--- src/sv/crc16_frame_deframer_resync_unit_defines.svh ---
// Assertion macros shared by the deframer RTL.
// Each macro expects signals named clk and rst_n in the calling scope.
`ifndef CRC16_FRAME_DEFRAMER_RESYNC_UNIT_DEFINES_SVH
`define CRC16_FRAME_DEFRAMER_RESYNC_UNIT_DEFINES_SVH
`ifndef ASSERT_OFF
`define CFDR_ASSERT(lbl, prop) \
  lbl: assert property (@(posedge clk) disable iff (!rst_n) prop) \
    else $error("cfdr assertion failed");
`define CFDR_NEVER(lbl, expr) `CFDR_ASSERT(lbl, !(expr))
`else
`define CFDR_ASSERT(lbl, prop)
`define CFDR_NEVER(lbl, expr)
`endif
`endif

--- src/sv/cfdr_pkg.sv ---
package cfdr_pkg;

  localparam logic [7:0]  MAGIC_BYTE = 8'hA5;
  localparam int          HDR_LEN    = 1 + 1 + 4 + 4;
  localparam int          CRC_LEN    = 2;
  localparam logic [15:0] CRC_INIT   = 16'hFFFF;
  localparam logic [15:0] CRC_POLY   = 16'h1021;
  localparam logic [15:0] CRC_MSB    = 16'h8000;

  typedef struct packed {
    logic [7:0]  frame_type;
    logic [31:0] correlation;
    logic [5:0]  payload_length;
    logic        has_byte;
    logic [7:0]  data_byte;
    logic        frame_end;
    logic        run_end;
  } res_t;

  // CRC-16/CCITT-FALSE, one byte, MSB first.
  function automatic logic [15:0] crc_byte(input logic [15:0] crc_in, input logic [7:0] b);
    logic [15:0] c;
    c = crc_in ^ {b, 8'h00};
    for (int i = 0; i < 8; i++) begin
      if ((c & CRC_MSB) != 16'h0000) c = (c << 1) ^ CRC_POLY;
      else c = c << 1;
    end
    return c;
  endfunction

endpackage

--- src/sv/cfdr_if.sv ---
interface cfdr_in_if;
  logic       valid;
  logic       ready;
  logic [7:0] rx_byte;
  modport source (output valid, output rx_byte, input ready);
  modport sink (input valid, input rx_byte, output ready);
endinterface

interface cfdr_out_if;
  logic        valid;
  logic        ready;
  logic [7:0]  frame_type;
  logic [31:0] correlation;
  logic [5:0]  payload_length;
  logic        has_byte;
  logic [7:0]  data_byte;
  logic        frame_end;
  logic        run_end;
  modport source (output valid, output frame_type, output correlation, output payload_length,
                  output has_byte, output data_byte, output frame_end, output run_end,
                  input ready);
  modport sink (input valid, input frame_type, input correlation, input payload_length,
                input has_byte, input data_byte, input frame_end, input run_end,
                output ready);
endinterface

--- src/sv/crc16_frame_deframer_resync_unit.sv ---
// Length-prefixed frame deframer with CRC-16/CCITT-FALSE check and resync.
// Input channel in_ch carries one received link byte per request. Output
// channel out_ch carries one request per payload byte of each good frame (one
// request with has_byte low for an empty frame), with frame type, correlation
// id and length, frame_end on a frame's last request and run_end on the last
// request caused by one input byte. Both channels use valid/ready handshakes.
// A two-entry input queue lets the link keep sending while the scan engine
// works. Each byte is appended to the store and the buffer is rescanned; a
// candidate start that is not the magic byte is skipped, otherwise its header
// is read and, when the whole frame is buffered, its CRC is checked. Emission
// delivers one result per cycle while the output does not stall. The engine
// reads the byte store through a single read port, one buffered byte per
// cycle during a scan.
// A stalled receiver holds the output register; the engine waits with the
// next result and the input queue fills, after which in_ch.ready drops.
// A synchronous low reset empties the queue, the store and the output
// register; no clearing pass is needed since only written entries are read.
module crc16_frame_deframer_resync_unit #(
  parameter int MAX_PAYLOAD = 32,
  parameter int STORE_DEPTH = 64
) (
  input  logic       clk,
  input  logic       rst_n,
  cfdr_in_if.sink    in_ch,
  cfdr_out_if.source out_ch
);
  import cfdr_pkg::*;

  // Queue handoff between the front and the scan engine.
  logic       q_valid;
  logic [7:0] q_byte;
  logic       q_pop;

  cfdr_front u_front (
    .clk(clk), .rst_n(rst_n), .in_ch(in_ch),
    .q_valid(q_valid), .q_byte(q_byte), .q_pop(q_pop)
  );

  // The engine appends each byte, rescans the buffer and delivers results.
  cfdr_back #(.MAX_PAYLOAD(MAX_PAYLOAD), .STORE_DEPTH(STORE_DEPTH)) u_back (
    .clk(clk), .rst_n(rst_n),
    .q_valid(q_valid), .q_byte(q_byte), .q_pop(q_pop),
    .out_ch(out_ch)
  );
endmodule

--- src/sv/cfdr_ram.sv ---
module cfdr_ram #(
  parameter int WIDTH = 8,
  parameter int DEPTH = 64
) (
  input  logic                     clk,
  input  logic                     we,
  input  logic [$clog2(DEPTH)-1:0] waddr,
  input  logic [WIDTH-1:0]         wdata,
  input  logic [$clog2(DEPTH)-1:0] raddr,
  output logic [WIDTH-1:0]         rdata
);
  logic [WIDTH-1:0] mem [DEPTH];

  always_ff @(posedge clk) begin
    if (we) mem[waddr] <= wdata;
    rdata <= mem[raddr];
  end
endmodule

--- src/sv/cfdr_front.sv ---
// Two-entry byte queue between the link side and the scan engine.
module cfdr_front (
  input  logic       clk,
  input  logic       rst_n,
  cfdr_in_if.sink    in_ch,
  output logic       q_valid,
  output logic [7:0] q_byte,
  input  logic       q_pop
);
  logic [7:0] slot_r [2];
  logic       wr_ptr_r, wr_ptr_nxt;
  logic       rd_ptr_r, rd_ptr_nxt;
  logic [1:0] cnt_r, cnt_nxt;
  logic       push, pop;

  assign in_ch.ready = (cnt_r != 2'd2);
  assign push = in_ch.valid && in_ch.ready;
  assign q_valid = (cnt_r != 2'd0);
  assign pop = q_pop && q_valid;
  assign q_byte = slot_r[rd_ptr_r];

  always_comb begin
    wr_ptr_nxt = push ? ~wr_ptr_r : wr_ptr_r;
    rd_ptr_nxt = pop ? ~rd_ptr_r : rd_ptr_r;
    cnt_nxt = cnt_r + 2'(push) - 2'(pop);
  end

  always_ff @(posedge clk) begin
    if (!rst_n) begin
      wr_ptr_r <= 1'b0;
      rd_ptr_r <= 1'b0;
      cnt_r    <= 2'd0;
    end else begin
      wr_ptr_r <= wr_ptr_nxt;
      rd_ptr_r <= rd_ptr_nxt;
      cnt_r    <= cnt_nxt;
    end
  end

  always_ff @(posedge clk) begin
    if (push) slot_r[wr_ptr_r] <= in_ch.rx_byte;
  end
endmodule

--- src/sv/cfdr_back.sv ---
`include "crc16_frame_deframer_resync_unit_defines.svh"
// Scan engine: appends bytes to the circular store, hunts frames, emits results.
module cfdr_back #(
  parameter int MAX_PAYLOAD = 32,
  parameter int STORE_DEPTH = 64
) (
  input  logic       clk,
  input  logic       rst_n,
  input  logic       q_valid,
  input  logic [7:0] q_byte,
  output logic       q_pop,
  cfdr_out_if.source out_ch
);
  import cfdr_pkg::*;

  localparam int AW = $clog2(STORE_DEPTH);
  localparam int CW = $clog2(STORE_DEPTH + 1);

  typedef enum logic [4:0] {
    S_IDLE = 5'b00001,
    S_CHK  = 5'b00010,
    S_SCAN = 5'b00100,
    S_EMIT = 5'b01000,
    S_DONE = 5'b10000
  } st_t;

  st_t         st_r, st_nxt;
  logic [AW-1:0] head_r, head_nxt;
  logic [CW-1:0] fill_r, fill_nxt;
  logic [CW-1:0] pos_r, pos_nxt;
  logic [5:0]  idx_r, idx_nxt;
  logic [15:0] crc_r, crc_nxt;
  logic [7:0]  type_r, type_nxt;
  logic [31:0] corr_r, corr_nxt;
  logic [23:0] lenb_r, lenb_nxt;
  logic [5:0]  len_r, len_nxt;
  logic [7:0]  want_lo_r, want_lo_nxt;
  logic        pend_v_r, pend_v_nxt;
  res_t        pend_r, pend_nxt;
  logic        out_v_r, out_v_nxt;
  res_t        out_r, out_nxt;

  logic [7:0]  rdata;
  logic [7:0]  rd_rel;
  logic [AW-1:0] rd_addr, wr_addr;
  logic        we;
  logic [7:0]  rel_w, abs_w, wr_w;
  logic [CW-1:0] avail;
  logic [31:0] len32;
  logic [6:0]  need_len;
  logic [6:0]  idx7;
  logic [6:0]  end_crc;
  logic        can_push, take;
  logic [5:0]  nres;
  res_t        new_res;

  function automatic logic [7:0] wrap8(input logic [8:0] s);
    logic [8:0] t;
    t = (s >= 9'(STORE_DEPTH)) ? s - 9'(STORE_DEPTH) : s;
    return t[7:0];
  endfunction

  cfdr_ram #(.WIDTH(8), .DEPTH(STORE_DEPTH)) u_store (
    .clk(clk), .we(we), .waddr(wr_addr), .wdata(q_byte), .raddr(rd_addr), .rdata(rdata)
  );

  assign avail    = fill_r - pos_r;
  assign len32    = {rdata, lenb_r};
  assign need_len = 7'(HDR_LEN + CRC_LEN) + 7'(len32[5:0]);
  assign idx7     = 7'(idx_r);
  assign end_crc  = 7'(HDR_LEN) + 7'(len_r);
  assign can_push = !out_v_r || out_ch.ready;
  assign take     = !pend_v_r || can_push;
  assign nres     = (len_r == 6'd0) ? 6'd1 : len_r;
  assign rel_w    = wrap8(9'(pos_r) + 9'(rd_rel));
  assign abs_w    = wrap8(9'(head_r) + 9'(rel_w));
  assign rd_addr  = abs_w[AW-1:0];
  assign wr_w     = wrap8(9'(head_r) + 9'(fill_r));
  assign wr_addr  = wr_w[AW-1:0];
  assign we       = (st_r == S_IDLE) && q_valid;
  assign q_pop    = we;

  always_comb begin
    new_res.frame_type     = type_r;
    new_res.correlation    = corr_r;
    new_res.payload_length = len_r;
    new_res.has_byte       = (len_r != 6'd0);
    new_res.data_byte      = (len_r != 6'd0) ? rdata : 8'h00;
    new_res.frame_end      = (idx_r + 6'd1 == nres);
    new_res.run_end        = 1'b0;
  end

  always_comb begin
    st_nxt = st_r;  head_nxt = head_r;  fill_nxt = fill_r;  pos_nxt = pos_r;
    idx_nxt = idx_r;  crc_nxt = crc_r;  type_nxt = type_r;  corr_nxt = corr_r;
    lenb_nxt = lenb_r;  len_nxt = len_r;  want_lo_nxt = want_lo_r;
    pend_v_nxt = pend_v_r;  pend_nxt = pend_r;
    out_v_nxt = out_v_r && !out_ch.ready;  out_nxt = out_r;
    rd_rel = 8'd0;
    case (st_r)
      S_IDLE: begin
        if (q_valid) begin
          if (fill_r == CW'(STORE_DEPTH)) begin
            head_nxt = AW'(wrap8(9'(head_r) + 9'd1));
          end else begin
            fill_nxt = fill_r + CW'(1);
          end
          pos_nxt = '0;
          st_nxt = S_CHK;
        end
      end
      S_CHK: begin
        rd_rel = 8'd0;
        if (avail >= CW'(HDR_LEN)) begin
          idx_nxt = 6'd0;
          crc_nxt = CRC_INIT;
          st_nxt = S_SCAN;
        end else begin
          st_nxt = S_DONE;
        end
      end
      S_SCAN: begin
        rd_rel = (idx_r >= 6'(HDR_LEN) && idx7 == end_crc + 7'd1) ? 8'(HDR_LEN)
                                                                  : 8'(idx_r) + 8'd1;
        idx_nxt = idx_r + 6'd1;
        if (idx_r < 6'(HDR_LEN) || idx7 < end_crc) crc_nxt = crc_byte(crc_r, rdata);
        case (idx_r)
          6'd0: if (rdata != MAGIC_BYTE) begin
            pos_nxt = pos_r + CW'(1);
            st_nxt = S_CHK;
          end
          6'd1: type_nxt = rdata;
          6'd2: corr_nxt[7:0] = rdata;
          6'd3: corr_nxt[15:8] = rdata;
          6'd4: corr_nxt[23:16] = rdata;
          6'd5: corr_nxt[31:24] = rdata;
          6'd6: lenb_nxt[7:0] = rdata;
          6'd7: lenb_nxt[15:8] = rdata;
          6'd8: lenb_nxt[23:16] = rdata;
          6'd9: begin
            len_nxt = len32[5:0];
            if (len32 > 32'(MAX_PAYLOAD)) begin
              pos_nxt = pos_r + CW'(1);
              st_nxt = S_CHK;
            end else if (7'(avail) < need_len) begin
              st_nxt = S_DONE;
            end
          end
          default: begin
            if (idx7 == end_crc) want_lo_nxt = rdata;
            if (idx7 == end_crc + 7'd1) begin
              idx_nxt = 6'd0;
              if ({rdata, want_lo_r} == crc_r) begin
                st_nxt = S_EMIT;
              end else begin
                pos_nxt = pos_r + CW'(1);
                st_nxt = S_CHK;
              end
            end
          end
        endcase
      end
      S_EMIT: begin
        rd_rel = 8'(HDR_LEN) + 8'(idx_r) + 8'(take);
        if (take) begin
          if (pend_v_r) begin
            out_v_nxt = 1'b1;
            out_nxt = pend_r;
          end
          pend_v_nxt = 1'b1;
          pend_nxt = new_res;
          idx_nxt = idx_r + 6'd1;
          if (new_res.frame_end) begin
            pos_nxt = pos_r + CW'(end_crc + 7'(CRC_LEN));
            st_nxt = S_CHK;
          end
        end
      end
      S_DONE: begin
        if (!pend_v_r || can_push) begin
          if (pend_v_r) begin
            out_v_nxt = 1'b1;
            out_nxt = pend_r;
            out_nxt.run_end = 1'b1;
          end
          pend_v_nxt = 1'b0;
          head_nxt = AW'(wrap8(9'(head_r) + 9'(pos_r)));
          fill_nxt = fill_r - pos_r;
          pos_nxt = '0;
          st_nxt = S_IDLE;
        end
      end
      default: st_nxt = S_IDLE;
    endcase
  end

  always_ff @(posedge clk) begin
    if (!rst_n) begin
      st_r     <= S_IDLE;
      head_r   <= '0;
      fill_r   <= '0;
      pos_r    <= '0;
      pend_v_r <= 1'b0;
      out_v_r  <= 1'b0;
    end else begin
      st_r     <= st_nxt;
      head_r   <= head_nxt;
      fill_r   <= fill_nxt;
      pos_r    <= pos_nxt;
      pend_v_r <= pend_v_nxt;
      out_v_r  <= out_v_nxt;
    end
  end

  always_ff @(posedge clk) begin
    idx_r <= idx_nxt;  crc_r <= crc_nxt;  type_r <= type_nxt;  corr_r <= corr_nxt;
    lenb_r <= lenb_nxt;  len_r <= len_nxt;  want_lo_r <= want_lo_nxt;
    pend_r <= pend_nxt;  out_r <= out_nxt;
  end

  assign out_ch.valid          = out_v_r;
  assign out_ch.frame_type     = out_r.frame_type;
  assign out_ch.correlation    = out_r.correlation;
  assign out_ch.payload_length = out_r.payload_length;
  assign out_ch.has_byte       = out_r.has_byte;
  assign out_ch.data_byte      = out_r.data_byte;
  assign out_ch.frame_end      = out_r.frame_end;
  assign out_ch.run_end        = out_r.run_end;

  `CFDR_NEVER(a_fill_le_depth, fill_r > CW'(STORE_DEPTH))
  `CFDR_NEVER(a_pos_le_fill, pos_r > fill_r)
  `CFDR_NEVER(a_idle_no_pending, st_r == S_IDLE && pend_v_r)
  `CFDR_ASSERT(a_emit_len_ok, st_r == S_EMIT |-> len_r <= 6'(MAX_PAYLOAD))
endmodule
--- src/flat_wrapper.sv ---
// flat-port wrapper written by rule: the top's interface ports become plain ports
module crc16_frame_deframer_resync_unit_flat import cfdr_pkg::*;
#(
  parameter int MAX_PAYLOAD = 32,
  parameter int STORE_DEPTH = 64
)
  (clk, rst_n, in_ch_valid, in_ch_rx_byte, in_ch_ready, out_ch_valid, out_ch_frame_type, out_ch_correlation, out_ch_payload_length, out_ch_has_byte, out_ch_data_byte, out_ch_frame_end, out_ch_run_end, out_ch_ready);
  cfdr_in_if in_ch_i ();
  cfdr_out_if out_ch_i ();
  input  logic clk;
  input  logic rst_n;
  input wire logic [$bits(in_ch_i.valid)-1:0] in_ch_valid;
  input wire logic [$bits(in_ch_i.rx_byte)-1:0] in_ch_rx_byte;
  output wire logic [$bits(in_ch_i.ready)-1:0] in_ch_ready;
  output wire logic [$bits(out_ch_i.valid)-1:0] out_ch_valid;
  output wire logic [$bits(out_ch_i.frame_type)-1:0] out_ch_frame_type;
  output wire logic [$bits(out_ch_i.correlation)-1:0] out_ch_correlation;
  output wire logic [$bits(out_ch_i.payload_length)-1:0] out_ch_payload_length;
  output wire logic [$bits(out_ch_i.has_byte)-1:0] out_ch_has_byte;
  output wire logic [$bits(out_ch_i.data_byte)-1:0] out_ch_data_byte;
  output wire logic [$bits(out_ch_i.frame_end)-1:0] out_ch_frame_end;
  output wire logic [$bits(out_ch_i.run_end)-1:0] out_ch_run_end;
  input wire logic [$bits(out_ch_i.ready)-1:0] out_ch_ready;
  assign in_ch_i.valid = in_ch_valid;
  assign in_ch_i.rx_byte = in_ch_rx_byte;
  assign in_ch_ready = in_ch_i.ready;
  assign out_ch_valid = out_ch_i.valid;
  assign out_ch_frame_type = out_ch_i.frame_type;
  assign out_ch_correlation = out_ch_i.correlation;
  assign out_ch_payload_length = out_ch_i.payload_length;
  assign out_ch_has_byte = out_ch_i.has_byte;
  assign out_ch_data_byte = out_ch_i.data_byte;
  assign out_ch_frame_end = out_ch_i.frame_end;
  assign out_ch_run_end = out_ch_i.run_end;
  assign out_ch_i.ready = out_ch_ready;
  crc16_frame_deframer_resync_unit #(.MAX_PAYLOAD(MAX_PAYLOAD), .STORE_DEPTH(STORE_DEPTH)) u_core (.clk(clk), .rst_n(rst_n), .in_ch(in_ch_i), .out_ch(out_ch_i));
endmodule
--- config.mk ---
export PLATFORM = sky130hd
export DESIGN_NAME = crc16_frame_deframer_resync_unit_flat
export DESIGN_NICKNAME = d
export VERILOG_FILES = /design/src/sv/cfdr_pkg.sv /design/src/sv/cfdr_if.sv /design/src/sv/crc16_frame_deframer_resync_unit.sv /design/src/sv/cfdr_ram.sv /design/src/sv/cfdr_front.sv /design/src/sv/cfdr_back.sv /design/src/flat_wrapper.sv
export VERILOG_INCLUDE_DIRS = /design/src /design/src/sv
export SDC_FILE = /design/constraint.sdc
export NUM_CORES = 1
export LEC_CHECK = 0
export BUFFER_PORTS_ARGS = -buffer_cell sky130_fd_sc_hd__buf_2
export CAP_MARGIN = 20
export CORE_MARGIN = 1.5
export CORE_UTILIZATION = 46
export DETAILED_ROUTE_END_ITERATION = 6
export SLEW_MARGIN = 0
export SYNTH_ARGS = -nofsm -noshare
export SYNTH_HDL_FRONTEND = slang
export SYNTH_HIERARCHICAL = 1
export SYNTH_SLANG_ARGS = --single-unit
--- constraint.sdc ---
create_clock -name clk -period 6.82 [get_ports clk]
set_clock_uncertainty 0.2 [all_clocks]
set_input_delay 0.341 -clock clk [delete_from_list [all_inputs] [get_ports clk]]
set_output_delay 0.341 -clock clk [all_outputs]
set_load 0.1 [all_outputs]
==> impl_metrics.tcl <==
set metrics [dict create \
    status "completed" \
    maxSlewViolCount 0 \
    p_total_mw 12.20 \
    hold_viol 0 \
    pin_count 71 \
    track_usage_pct 20.29 \
    fmax_ghz 0.1615 \
    holdWs_ns 0.01771 \
    post_cts_buffers 0 \
    yosys-top-cells-count "edfxtp_1 (741), nor2_1 (133), mux4_2 (124)" \
    worst-slew-pin-transition_ns 1.077 \
    power_frac_comb_pct 17.3 \
    yosysUniqueCellTypes 87 \
    p_clk_share_pct 34.6 \
    crit_family "adder cells" \
    path_cells "ha_1 -> xnor2_2 -> inv_2 -> xnor3_1 -> nand4_1 -> nor4_1 -> a21oi_1 -> a22o_1 -> ha_1 -> fa_1 -> fa_4 -> a21o_1 -> a21oi_1 -> xnor2_2 -> buf_4 -> nand2b_1 -> or2_2 -> o22ai_1 -> or4_1 -> o211ai_1" \
    vdd_ir_drop_max_mv 0.2541 \
    ctsResizeCount 0 \
    cts_sinks 781 \
    rsz0062_at_grt "no" \
    overflow 0 \
    cts_buffers 80 \
    final_nets 2042 \
    fp.dieArea_sq_um 71330 \
    syn-cell-area_sq_um 32080 \
    num-fill-cells 5539 \
    critPathKind "reg2reg" \
    max_stage_delay_ns 0.54 \
    synthFlopType "edfxtp_1" \
    ys_ff_latch 781 \
    start_util_pct 46.61 \
    worstSkewPairLatency_ns 0.63 \
    syn-num-nets 1920 \
    critPathLaunchType "register" \
    path_buf_inv 2 \
    dp.final_hpwl_um 45050 \
    seq_power_share_pct 48.1 \
    async_flop_share_pct 0 \
    p_sw_share_pct 27.33 \
    drive_above_1_share_pct 19.47 \
    worst_slew_margin_rel_pct 27.66 \
    cts_buffer_depth 3 \
    fin_setup_tns_ns 0 \
    routed_wl_um 70690 \
    cp.arrival_ns 6.54 \
    hp-start "rst_n" \
    switchingPower_mw 3.334 \
    chipWidth_um 267.1 \
    first_pass_iters 5 \
    cts_tree "built" \
    n_antenna_cell 0 \
    yosys_warnings 6 \
    drcViolationCount 0 \
    syn_to_final_growth_pct 12.94 \
    finalCriticalPeriod_ns 6.192 \
    synth_top_cell_area_share_pct 69.36 \
    seq_area_frac_synth_pct 71.86 \
    dieHeight_um 267.1 \
    timing.rr.start "u_core/u_back/len_r[1]" \
    coreArea_sq_um 68830 \
    internal_power_mw 8.868 \
    wl_per_cell_um 23.96 \
    slowest_stage "fa_4" \
    clock-root-buffer "clkbuf_16" \
    synth_edf_count 741 \
    maxCapViolations 0 \
    grt_pass1_wl_um 106800 \
    synth_area_leader_cell "edfxtp_1" \
    crit_fanout 26 \
    required_ns 7.16 \
    antenna_found_initial 0 \
    synth_area_leaders "edfxtp_1 (69%), mux4_2 (8.7%), ha_1 (2.5%)" \
    synth_cells 1837 \
    gp_congestion 0.8670 \
    yosysMostFrequentCell "edfxtp_1" \
    drt_iter0_drc 1638 \
    vias 16870 \
    first_global_vias 16880 \
    hp-class "in2reg" \
    p_leak_nw 11.80 \
    syn_avg_cell_area_sq_um 17.46 \
    row_count 96 \
    crit_path_start "u_core/u_back/len_r[1]" \
    clk_pin_slew_ns 0.07 \
    ant_nets 0 \
    cts_max_level 3 \
    powerDensity_nw_per_um2 336.8 \
    post-route-period-util_pct 90.79 \
    viasPerCell 5.718 \
    io_buffers 70 \
    grt_max_degree 65 \
    holdBufCountCts 10 \
    setup_viol 0 \
    crit_path_end_kind "register" \
]
==> cells in the final DEF, fill, tap and decap left out, types with 23 or more instances in the layout <==
cell,netlist,routed
nor2_1,133,131
and2_1,25,25
buf_2,20,70
buf_4,9,34
inv_1,44,44
ha_1,65,64
o22ai_1,26,26
a21oi_1,39,39
xor2_1,36,35
mux4_2,124,124
xnor2_1,42,40
dfxtp_1,40,40
nand3_1,37,37
nand2_1,56,56
clkbuf_16,0,81
o21ai_0,36,36
edfxtp_1,741,741
mux2i_1,26,26
nor2b_1,25,25
clkinv_1,2,23
==> flip-flops by register name, summed over array words and instances, names as in the netlist, 2 cells and up, named ones only <==
register,flops
u_core/u_back/corr_r,32
u_core/u_back/crc_r,16
u_core/u_back/fill_r,7
u_core/u_back/head_r,6
u_core/u_back/idx_r,6
u_core/u_back/len_r,6
u_core/u_back/lenb_r,24
u_core/u_back/out_ch.correlation,32
u_core/u_back/out_ch.data_byte,8
u_core/u_back/out_ch.frame_type,8
u_core/u_back/out_ch.payload_length,6
u_core/u_back/pend_r,56
u_core/u_back/pos_r,7
u_core/u_back/st_r,5
u_core/u_back/type_r,8
u_core/u_back/u_store/mem,512
u_core/u_back/u_store/rdata,8
u_core/u_back/want_lo_r,8
u_core/u_front/cnt_r,2
u_core/u_front/slot_r,16
==> cells by family after synthesis <==
family | after synthesis | share of synthesized area (%)
buf+inv | 125 | 1.837
fa+ha+maj | 71 | 2.910
simple gates | 395 | 6.287
mux | 161 | 9.903
xor+xnor | 81 | 2.301
compound gates | 223 | 4.903
flops | 781 | 71.86
==> per-stage QoR <==
stage	util (%)	setup slack, ns	cell area, sq um	std cells
after floorplan	-	1.587	32080	1837
final	52.64	0.6278	36230	2950
after detailed placement	48.78	0.6878	33570	2797
after global routing	52.64	0.2185	36230	2950
after global placement	48.78	0.7318	33570	2797
after CTS	52.63	0.6655	36220	2949
==> power by group through the flow <==
stage               Sequential (mW)  Clock [mW]  Combinational, mW
finish                         5.87        4.22               2.11
global route                   5.89        4.50               2.28
CTS                            5.88        4.32               2.12
detailed placement             5.98           0               2.11
global placement               5.98           0               2.08
floorplan                      5.83           0               1.47
==> final timing paths <==
check                                        end  slack [ns]  cells past startpoint
hold / removal            u_core/u_back/pos_r[1]        0.02                      2
hold reg to reg         u_core/u_back/pend_r[32]        0.21                      0
setup / recovery  u_core/u_back/u_store/rdata[1]        0.63                     20
setup reg to reg  u_core/u_back/u_store/rdata[1]        0.63                     20
==> final cells by class <==
class	instances	area, sq um	share of cell area, %
Inverter	47	176.4	0.4869
Timing Repair Buffer	118	773.2	2.134
Sequential cell	781	23050	63.63
Multi-Input combinational cell	931	8513	23.50
Clock inverter	50	461.7	1.274
Tap cell	931	1165	3.215
Clock buffer	92	2088	5.764
==> routing by layer <==
layer	part of all wire (%)	global-route usage [%]
met1	42	28.22
met2	48	32.81
met3	6.3	3.099
met4	3.1	7.002
met5	0	0
No activity file was read; power rests on OpenSTA's default activity.
